**src/design/dmwbd_pkg.sv**
```systemverilog
// Shared types, codes and constants of the direct-mapped write-back directory.
`default_nettype none

package dmwbd_pkg;

  localparam int BN_BITS      = 24;                        // block number field width
  localparam int LINE_BITS    = 6;                         // line index field width
  localparam int LINES_DEF    = 64;                        // default line count
  localparam int MOD_DIGIT    = 4;                         // bits reduced per cycle
  localparam int MOD_CYC      = BN_BITS / MOD_DIGIT;       // cycles of line reduction
  localparam int MOD_CNT_BITS = $clog2(MOD_CYC + 1);

  typedef enum logic [2:0] {
    CMD_GET        = 3'd0,
    CMD_PUT        = 3'd1,
    CMD_MARK_DIRTY = 3'd2,
    CMD_FLUSH_ONE  = 3'd3,
    CMD_FLUSH_ALL  = 3'd4
  } cmd_e_t;

  typedef struct packed {
    logic [2:0]         command;
    logic [BN_BITS-1:0] block_number;
  } in_item_t;

  typedef struct packed {
    logic                 hit;
    logic [LINE_BITS-1:0] line_index;
    logic                 writeback_valid;
    logic [BN_BITS-1:0]   writeback_block;
    logic                 fill_valid;
    logic [BN_BITS-1:0]   fill_block;
    logic                 last;
  } out_item_t;

  typedef enum logic [2:0] {
    ST_IDLE,
    ST_LOOK,
    ST_RESP,
    ST_FL_RD,
    ST_FL_EMIT
  } state_t;

  // Controller to datapath.
  typedef struct packed {
    logic load;         // capture the input item, start line reduction
    logic rd_line;      // read the tag of the looked-up line
    logic rd_flush;     // read the tag for the flush walk
    logic lookup_emit;  // update the line and load the lookup result
    logic flush_emit;   // load the flush result of the current line and advance
  } ctl_t;

  // Datapath to controller.
  typedef struct packed {
    logic line_ready;   // line index of the captured item is known
    logic out_free;     // output register can take a result this cycle
    logic fl_last;      // flush walk is at the final line
  } sts_t;

endpackage

`default_nettype wire

```
**src/design/dmwbd_ctrl.sv**
```systemverilog
// Controller state machine of the directory: sequences lookups and the flush walk.
`default_nettype none

module dmwbd_ctrl (
  input  wire logic              clk,
  input  wire logic              rst_n,
  input  wire logic              in_valid,
  output logic                   in_ready,
  input  wire logic [2:0]        in_command,
  input  wire dmwbd_pkg::sts_t   sts,
  output dmwbd_pkg::ctl_t        ctl
);

  dmwbd_pkg::state_t state_r, state_nxt;

  always_ff @(posedge clk) begin
    if (!rst_n) begin
      state_r <= dmwbd_pkg::ST_IDLE;
    end else begin
      state_r <= state_nxt;
    end
  end

  always_comb begin
    state_nxt = state_r;
    ctl       = '0;
    in_ready  = 1'b0;
    unique case (state_r)
      dmwbd_pkg::ST_IDLE: begin
        in_ready = 1'b1;
        if (in_valid) begin
          ctl.load = 1'b1;
          case (dmwbd_pkg::cmd_e_t'(in_command))
            dmwbd_pkg::CMD_GET,
            dmwbd_pkg::CMD_PUT,
            dmwbd_pkg::CMD_MARK_DIRTY,
            dmwbd_pkg::CMD_FLUSH_ONE:  state_nxt = dmwbd_pkg::ST_LOOK;
            dmwbd_pkg::CMD_FLUSH_ALL:  state_nxt = dmwbd_pkg::ST_FL_RD;
            default:                   state_nxt = dmwbd_pkg::ST_IDLE;
          endcase
        end
      end
      dmwbd_pkg::ST_LOOK: begin
        if (sts.line_ready) begin
          ctl.rd_line = 1'b1;
          state_nxt   = dmwbd_pkg::ST_RESP;
        end
      end
      dmwbd_pkg::ST_RESP: begin
        if (sts.out_free) begin
          ctl.lookup_emit = 1'b1;
          state_nxt       = dmwbd_pkg::ST_IDLE;
        end
      end
      dmwbd_pkg::ST_FL_RD: begin
        ctl.rd_flush = 1'b1;
        state_nxt    = dmwbd_pkg::ST_FL_EMIT;
      end
      dmwbd_pkg::ST_FL_EMIT: begin
        ctl.rd_flush = 1'b1;
        if (sts.out_free) begin
          ctl.flush_emit = 1'b1;
          if (sts.fl_last) begin
            state_nxt = dmwbd_pkg::ST_IDLE;
          end
        end
      end
      default: begin
        state_nxt = dmwbd_pkg::ST_IDLE;
      end
    endcase
  end

endmodule

`default_nettype wire

```
**src/design/dmwbd_dpath.sv**
```systemverilog
// Datapath of the directory: line reduction, tag memory, valid and dirty bits, result register.
`default_nettype none

module dmwbd_dpath #(
  parameter int LINES = dmwbd_pkg::LINES_DEF
) (
  input  wire logic                 clk,
  input  wire logic                 rst_n,
  input  wire dmwbd_pkg::ctl_t      ctl,
  output dmwbd_pkg::sts_t           sts,
  input  wire dmwbd_pkg::in_item_t  in_data,
  input  wire logic                 out_ready,
  output logic                      out_valid,
  output dmwbd_pkg::out_item_t      out_data
);

  localparam int LB    = $clog2(LINES);
  localparam int ACC_W = LB + 1;
  localparam int BN    = dmwbd_pkg::BN_BITS;

  logic [2:0]    cmd_r;
  logic [BN-1:0] bn_r;
  logic [LB-1:0] line_w;
  logic          line_ready;

  always_ff @(posedge clk) begin
    if (ctl.load) begin
      cmd_r <= in_data.command;
      bn_r  <= in_data.block_number;
    end
  end

  // Line index: low bits for a power-of-two line count, otherwise a
  // remainder built a few bits per cycle from the top of the block number.
  if ((LINES & (LINES - 1)) == 0) begin : gen_line_mask
    logic [LB-1:0] line_r;

    always_ff @(posedge clk) begin
      if (ctl.load) begin
        line_r <= in_data.block_number[LB-1:0];
      end
    end

    assign line_w     = line_r;
    assign line_ready = 1'b1;
  end else begin : gen_line_mod
    logic [LB-1:0]                     rem_r, rem_nxt;
    logic [BN-1:0]                     sh_r;
    logic [dmwbd_pkg::MOD_CNT_BITS-1:0] cnt_r;
    logic [ACC_W-1:0]                  acc;

    always_comb begin
      acc = {1'b0, rem_r};
      for (int i = 0; i < dmwbd_pkg::MOD_DIGIT; i++) begin
        acc = {acc[LB-1:0], sh_r[BN-1-i]};
        if (acc >= ACC_W'(LINES)) begin
          acc = acc - ACC_W'(LINES);
        end
      end
      rem_nxt = acc[LB-1:0];
    end

    always_ff @(posedge clk) begin
      if (!rst_n) begin
        cnt_r <= '0;
      end else if (ctl.load) begin
        cnt_r <= dmwbd_pkg::MOD_CNT_BITS'(dmwbd_pkg::MOD_CYC);
      end else if (cnt_r != '0) begin
        cnt_r <= cnt_r - 1'b1;
      end
    end

    always_ff @(posedge clk) begin
      if (ctl.load) begin
        rem_r <= '0;
        sh_r  <= in_data.block_number;
      end else if (cnt_r != '0) begin
        rem_r <= rem_nxt;
        sh_r  <= sh_r << dmwbd_pkg::MOD_DIGIT;
      end
    end

    assign line_w     = rem_r;
    assign line_ready = (cnt_r == '0);
  end

  // Tag store, valid and dirty bits.
  logic [BN-1:0]    tag_mem [LINES];
  logic [BN-1:0]    tag_q_r;
  logic [LB-1:0]    rd_addr;
  logic [LINES-1:0] valid_r;
  logic [LINES-1:0] dirty_r;
  logic [LB-1:0]    fl_idx_r;
  logic             fl_last;

  assign fl_last = (fl_idx_r == LB'(LINES - 1));

  always_comb begin
    rd_addr = line_w;
    if (ctl.rd_flush) begin
      if (!ctl.flush_emit) begin
        rd_addr = fl_idx_r;
      end else if (fl_last) begin
        rd_addr = '0;
      end else begin
        rd_addr = fl_idx_r + LB'(1);
      end
    end
  end

  // Lookup result and line update.
  logic                 lk_valid, lk_dirty, lk_hit;
  logic                 lk_is_gp, lk_miss_fill, lk_dirty_nxt;
  dmwbd_pkg::cmd_e_t    lk_cmd;
  dmwbd_pkg::out_item_t lk_item, fl_item;

  always_comb begin
    lk_cmd       = dmwbd_pkg::cmd_e_t'(cmd_r);
    lk_valid     = valid_r[line_w];
    lk_dirty     = dirty_r[line_w];
    lk_hit       = lk_valid && (tag_q_r == bn_r);
    lk_is_gp     = (lk_cmd == dmwbd_pkg::CMD_GET) || (lk_cmd == dmwbd_pkg::CMD_PUT);
    lk_miss_fill = lk_is_gp && !lk_hit;
    lk_dirty_nxt = lk_dirty;
    lk_item      = '0;
    lk_item.hit        = lk_hit;
    lk_item.line_index = dmwbd_pkg::LINE_BITS'(line_w);
    lk_item.last       = 1'b1;
    case (lk_cmd)
      dmwbd_pkg::CMD_GET, dmwbd_pkg::CMD_PUT: begin
        if (!lk_hit) begin
          lk_item.writeback_valid = lk_valid && lk_dirty;
          lk_item.writeback_block = (lk_valid && lk_dirty) ? tag_q_r : '0;
          lk_item.fill_valid      = 1'b1;
          lk_item.fill_block      = bn_r;
          lk_dirty_nxt            = 1'b0;
        end
        if (lk_cmd == dmwbd_pkg::CMD_PUT) begin
          lk_dirty_nxt = 1'b1;
        end
      end
      dmwbd_pkg::CMD_MARK_DIRTY: begin
        if (lk_hit) begin
          lk_dirty_nxt = 1'b1;
        end
      end
      dmwbd_pkg::CMD_FLUSH_ONE: begin
        lk_item.writeback_valid = lk_hit && lk_dirty;
        lk_item.writeback_block = (lk_hit && lk_dirty) ? bn_r : '0;
        if (lk_hit) begin
          lk_dirty_nxt = 1'b0;
        end
      end
      default: begin
        lk_dirty_nxt = lk_dirty;
      end
    endcase

    fl_item                 = '0;
    fl_item.line_index      = dmwbd_pkg::LINE_BITS'(fl_idx_r);
    fl_item.writeback_valid = valid_r[fl_idx_r] && dirty_r[fl_idx_r];
    fl_item.writeback_block = (valid_r[fl_idx_r] && dirty_r[fl_idx_r]) ? tag_q_r : '0;
    fl_item.last            = fl_last;
  end

  always_ff @(posedge clk) begin
    if (ctl.rd_line || ctl.rd_flush) begin
      tag_q_r <= tag_mem[rd_addr];
    end
    if (ctl.lookup_emit && lk_miss_fill) begin
      tag_mem[line_w] <= bn_r;
    end
  end

  always_ff @(posedge clk) begin
    if (!rst_n) begin
      valid_r <= '0;
      dirty_r <= '0;
    end else if (ctl.lookup_emit) begin
      if (lk_miss_fill) begin
        valid_r[line_w] <= 1'b1;
      end
      dirty_r[line_w] <= lk_dirty_nxt;
    end else if (ctl.flush_emit) begin
      dirty_r[fl_idx_r] <= 1'b0;
    end
  end

  always_ff @(posedge clk) begin
    if (ctl.load) begin
      fl_idx_r <= '0;
    end else if (ctl.flush_emit) begin
      fl_idx_r <= fl_last ? '0 : fl_idx_r + LB'(1);
    end
  end

  // Result register.
  logic out_valid_r;
  dmwbd_pkg::out_item_t out_r;

  always_ff @(posedge clk) begin
    if (!rst_n) begin
      out_valid_r <= 1'b0;
    end else if (ctl.lookup_emit || ctl.flush_emit) begin
      out_valid_r <= 1'b1;
    end else if (out_ready) begin
      out_valid_r <= 1'b0;
    end
  end

  always_ff @(posedge clk) begin
    if (ctl.lookup_emit) begin
      out_r <= lk_item;
    end else if (ctl.flush_emit) begin
      out_r <= fl_item;
    end
  end

  assign out_valid      = out_valid_r;
  assign out_data       = out_r;
  assign sts.line_ready = line_ready;
  assign sts.out_free   = !out_valid_r || out_ready;
  assign sts.fl_last    = fl_last;

endmodule

`default_nettype wire

```
**src/design/direct_mapped_write_back_directory.sv**
```systemverilog
// Top level of the direct-mapped write-back directory: controller plus datapath.
`default_nettype none

// Tag and dirty directory for a direct-mapped write-back cache of LINES lines
// (2 to 64). A block number (24 bits) maps to line block_number mod LINES.
// Each input item carries a command: get and put look the block up and, on a
// miss, report a write-back of a dirty victim under the victim's own block
// number plus a fill of the requested block; put also marks the line dirty.
// Mark-dirty sets the dirty bit on a hit only; flush-one writes back a dirty
// hit and cleans it. These four give exactly one result item with last set.
// Flush-all walks lines 0 to LINES-1, giving one result per line (last on the
// final one) and cleaning every line. Codes 5 to 7 are taken and dropped with
// no result. Results carry line_index to address an external data memory.
// Timing: one item at a time. When LINES is a power of two, a lookup occupies
// the block from acceptance to the next possible acceptance for capture, tag
// memory read, and update and result load; otherwise the line index is also
// reduced 4 bits per cycle over the block number before the tag read. Flush-all
// emits one line per cycle while the output is not stalled, paced by the single
// tag memory read port. A result waits in an output register; output stalls
// hold the controller in place. Valid and dirty bits reset to clean; tags are
// not cleared and are read only behind a set valid bit.
module direct_mapped_write_back_directory #(
  parameter int LINES = dmwbd_pkg::LINES_DEF
) (
  input  wire logic                 clk,
  input  wire logic                 rst_n,
  input  wire logic                 in_valid,
  output logic                      in_ready,
  input  wire dmwbd_pkg::in_item_t  in_data,
  output logic                      out_valid,
  input  wire logic                 out_ready,
  output dmwbd_pkg::out_item_t      out_data
);

  dmwbd_pkg::ctl_t ctl;
  dmwbd_pkg::sts_t sts;

  // Sequence each item: capture, resolve the line, read, then update and emit.
  dmwbd_ctrl u_ctrl (
    .clk        (clk),
    .rst_n      (rst_n),
    .in_valid   (in_valid),
    .in_ready   (in_ready),
    .in_command (in_data.command),
    .sts        (sts),
    .ctl        (ctl)
  );

  // Hold tags, valid and dirty bits, and the result register.
  dmwbd_dpath #(
    .LINES (LINES)
  ) u_dpath (
    .clk       (clk),
    .rst_n     (rst_n),
    .ctl       (ctl),
    .sts       (sts),
    .in_data   (in_data),
    .out_ready (out_ready),
    .out_valid (out_valid),
    .out_data  (out_data)
  );

endmodule

`default_nettype wire

```
**config.mk**
```make
export PLATFORM = sky130hd
export DESIGN_NAME = direct_mapped_write_back_directory
export DESIGN_NICKNAME = d
export VERILOG_FILES = /design/src/design/dmwbd_pkg.sv /design/src/design/dmwbd_ctrl.sv /design/src/design/dmwbd_dpath.sv /design/src/design/direct_mapped_write_back_directory.sv
export SDC_FILE = /design/constraint.sdc
export NUM_CORES = 2
export LEC_CHECK = 0
export BUFFER_PORTS_ARGS = -buffer_cell sky130_fd_sc_hd__buf_2
export CORE_MARGIN = 4
export CORE_UTILIZATION = 45
export DETAILED_ROUTE_END_ITERATION = 16
export HOLD_SLACK_MARGIN = 0.1
export PLACE_DENSITY = 0.61
export SLEW_MARGIN = 20
export SYNTH_ARGS = -nofsm -noshare
export SYNTH_HDL_FRONTEND = slang
export SYNTH_SLANG_ARGS = --single-unit
```
**constraint.sdc**
```tcl
create_clock -name clk -period 5.8 [get_ports clk]
set_clock_uncertainty 0.05 [all_clocks]
set_input_delay 0.87 -clock clk [delete_from_list [all_inputs] [get_ports clk]]
set_output_delay 0.87 -clock clk [all_outputs]
set_load 0.05 [all_outputs]
```
==> flow_summary.toml <==
[floorplanning]
die_h_microns = 408.3
row_count = 146
initial_core_util_pct = 45.42
io_pins = 91
die_x_microns = 408.3
core_sq_um = 158700
dieArea_sq_um = 166700

[placed_design]
port_buffers = 90
gp_congestion = 0.8926
hpwl_microns = 142800
dp.cells = 7402
dp_slack_ps = 796.5

[route]
num_vias = 48960
drt_wl_total_microns = 242500
wire_per_inst_microns = 31.34
drt-vias-per-instance = 6.326
drc_errors = 0
ant_nets = 0
drtIter0Drc = 7169
dr.pass1.iters = 6

[synth]
synthFlopType = "edfxtp_1"
yosysTopAreaCell = "edfxtp_1"
ys_types = 73
synth_common_cells = "edfxtp_1 (1644), nand2_1 (1033), nand3_1 (491)"
seq_area_frac_synth_pct = 72.33
yosysMostFrequentCell = "edfxtp_1"
synth.cell_area_sq_um = 72100
avgSynthCellArea_sq_um = 13.57
synth_top_area_share_pct = 68.47
synth_edf_count = 1644
syn-num-nets = 5347
ys_top_cells_by_area = "edfxtp_1 (68%), nand2_1 (5.4%), dfxtp_1 (3.9%)"
yosysWarnings = 0
syn_inst = 5315
ys_async_sr_fraction_pct = 0
synth-seq-cells = 1783

[clock_network]
clk_pin_slew_ps = 60
post-cts-setup-buffer-count = 0
cts_hold_buf = 0
numCtsBuffers = 182
cts_tree = "yes"
root_buffer = "clkbuf_16"
cts_buffer_depth = 3
h-tree-depth = 4
cts.sinks = 1783
clkLatencyLatePin_ps = 830
ctsResizeCount = 0

[sta]
fin_tns_setup_ps = 0
whs_ps = 176.3
fmax_mhz = 193.5
drv_slew = 0
final.period_utilization_pct = 89.09
hold_violations = 0
period_minus_slack_ps = 5167
worst-slew-pin-transition_ps = 1229
slew_headroom_pct = 17.61
worst_slack_ps = 632.6
grt_setup_unrepaired = "no"
setup_viol_count_final = 0

[power]
power.leakage_nw = 27.66
finalPower_mw = 27.64
ir_drop_mv = 0.3274
powerDensity_nw_per_um2 = 334.2

[setup_path]
cp_top_family = "compound AO/OA/AOI/OAI gates"
reg2reg_depth = 10
path_class = "flip-flop to flip-flop"
crit_arrival_ps = 5660
critical-path-max-stage-delay_ps = 740
critical_path.max_fanout = 46
crit_required_ps = 6290
crit_chain = "or3b_1, o21ai_1, a31o_4, buf_12, buf_4, mux2i_1, a221oi_1, o21ai_0, o2111ai_1, or4b_1"
cp-start-kind = "flip-flop"
end_kind = "flip-flop"
critPathSlowestCell = "a31o_4"
cp_num_cells = 10
path_buf_inv = 2

[worst_hold_path]
hold_depth = 1
hp-class = "primary input to flip-flop"

[global_routing]
antenna_found_initial = 11
grt_use_total_pct = 28.44
grt_pass1_vias = 46240
grt_overflow_total = 0
grt_max_degree = 100
grt_pass1_wl_microns = 343200

[cells_and_area]
fin_nets = 5547
layout-drive-gt1-share_pct = 13.91
final_cells = 7739
areaGrowthSynthToFinish_pct = 14.70

[job]
maxCapViolCount = 0

[outcome]
outcome = "finished, final reports clean"
[cells by family (layout without fill, tap and decap cells)]
| logic type | after synthesis | count (layout) | synth area share, % |
|---|---|---|---|
| XOR/XNOR | 26 | 26 | 0.3158 |
| AND/OR/NAND/NOR | 1845 | 1845 | 11.39 |
| adder cells (fa/ha/maj) | 1 | 1 | 0.01735 |
| multiplexers | 274 | 274 | 4.397 |
| flip-flops | 1783 | 1783 | 72.33 |
| buffers and inverters | 415 | 758 | 2.371 |
| AO/OA/AOI/OAI | 971 | 971 | 9.173 |
| other | 0 | 9 | 0 |
[per-stage QoR]
stage | util (%) | area, sq um
floorplan | - | 72100
global placement | 48.54 | 77060
detailed placement | 48.58 | 77120
CTS | 52.07 | 82650
global route | 52.09 | 82690
finish | 52.10 | 82700
[layer usage]
metal / wire length (microns) / track usage (%)
met1: 95910 / 40.11
met2: 107300 / 42.53
met3: 26410 / 5.707
met4: 12880 / 13.53
met5: 39 / 0
[state kept, by name (all words and copies together) (netlist names)]
register / flops
u_dpath.tag_mem: 1536
u_dpath.dirty_r: 64
u_dpath.valid_r: 64
u_dpath.out_data: 58
u_dpath.tag_q_r: 24
u_dpath.bn_r: 19
u_dpath.fl_idx_r: 6
u_dpath.gen_line_mask.line_r: 5
u_ctrl.state_r: 3
u_dpath.cmd_r: 3
u_dpath.out_valid: 1
[path summary, 6_finish.rpt]
path / start / endpoint / slack (ps)
min: in_data[0] / u_dpath.gen_line_mask.line_r[0]$_DFFE_PP_ / 180
max reg2reg: u_ctrl.state_r[2]$_SDFFE_PN0P_ / u_dpath.tag_q_r[9]$_DFFE_PP_ / 630
max: u_ctrl.state_r[2]$_SDFFE_PN0P_ / u_dpath.tag_q_r[9]$_DFFE_PP_ / 630
min reg2reg: u_dpath.dirty_r[20]$_SDFFE_PN0P_ / u_dpath.dirty_r[20]$_SDFFE_PN0P_ / 430
[power breakdown]
group	internal [mW]	total [mW]	switching, mW	leakage [nW]
Sequential	14.1	14.2	0.0942	16.0
Clock	6.16	11.1	4.96	2.69
Combinational	0.639	2.29	1.65	9.01
Total	20.9	27.6	6.70	27.7
[placed cells by master (no fill, tap or decap), types with 30 or more instances in the layout]
cell type / synthesis / final
nand3_1: 491 / 490
clkbuf_16: 0 / 185
a32oi_1: 72 / 72
a211oi_1: 47 / 47
nor2b_1: 32 / 32
buf_2: 85 / 89
a22oi_1: 117 / 117
o2111ai_1: 30 / 30
mux2i_1: 220 / 220
o22ai_1: 62 / 62
nand2_1: 1033 / 1030
and2_1: 56 / 54
mux4_2: 32 / 32
o21ai_1: 31 / 32
a21oi_1: 281 / 281
a221oi_1: 115 / 115
o21ai_0: 61 / 59
edfxtp_1: 1644 / 1644
o21a_1: 66 / 66
dfxtp_1: 139 / 139
nor2_1: 109 / 44
inv_1: 32 / 32
nor2_2: 1 / 51
clkbuf_1: 241 / 49
buf_4: 8 / 241
clkinv_1: 1 / 48
buf_12: 0 / 65
[final cells by class]
type / count / area (sq um)
fillers: 13150 / 76040
flip-flops and latches: 1783 / 52150
multi-input cells: 3117 / 18640
clock buffers: 238 / 4850
repair buffers: 398 / 3638
well taps: 2072 / 2592
clock inverters: 89 / 685.7
inverters: 33 / 123.9
diodes: 9 / 22.52
(Power assumes the default switching activity.)
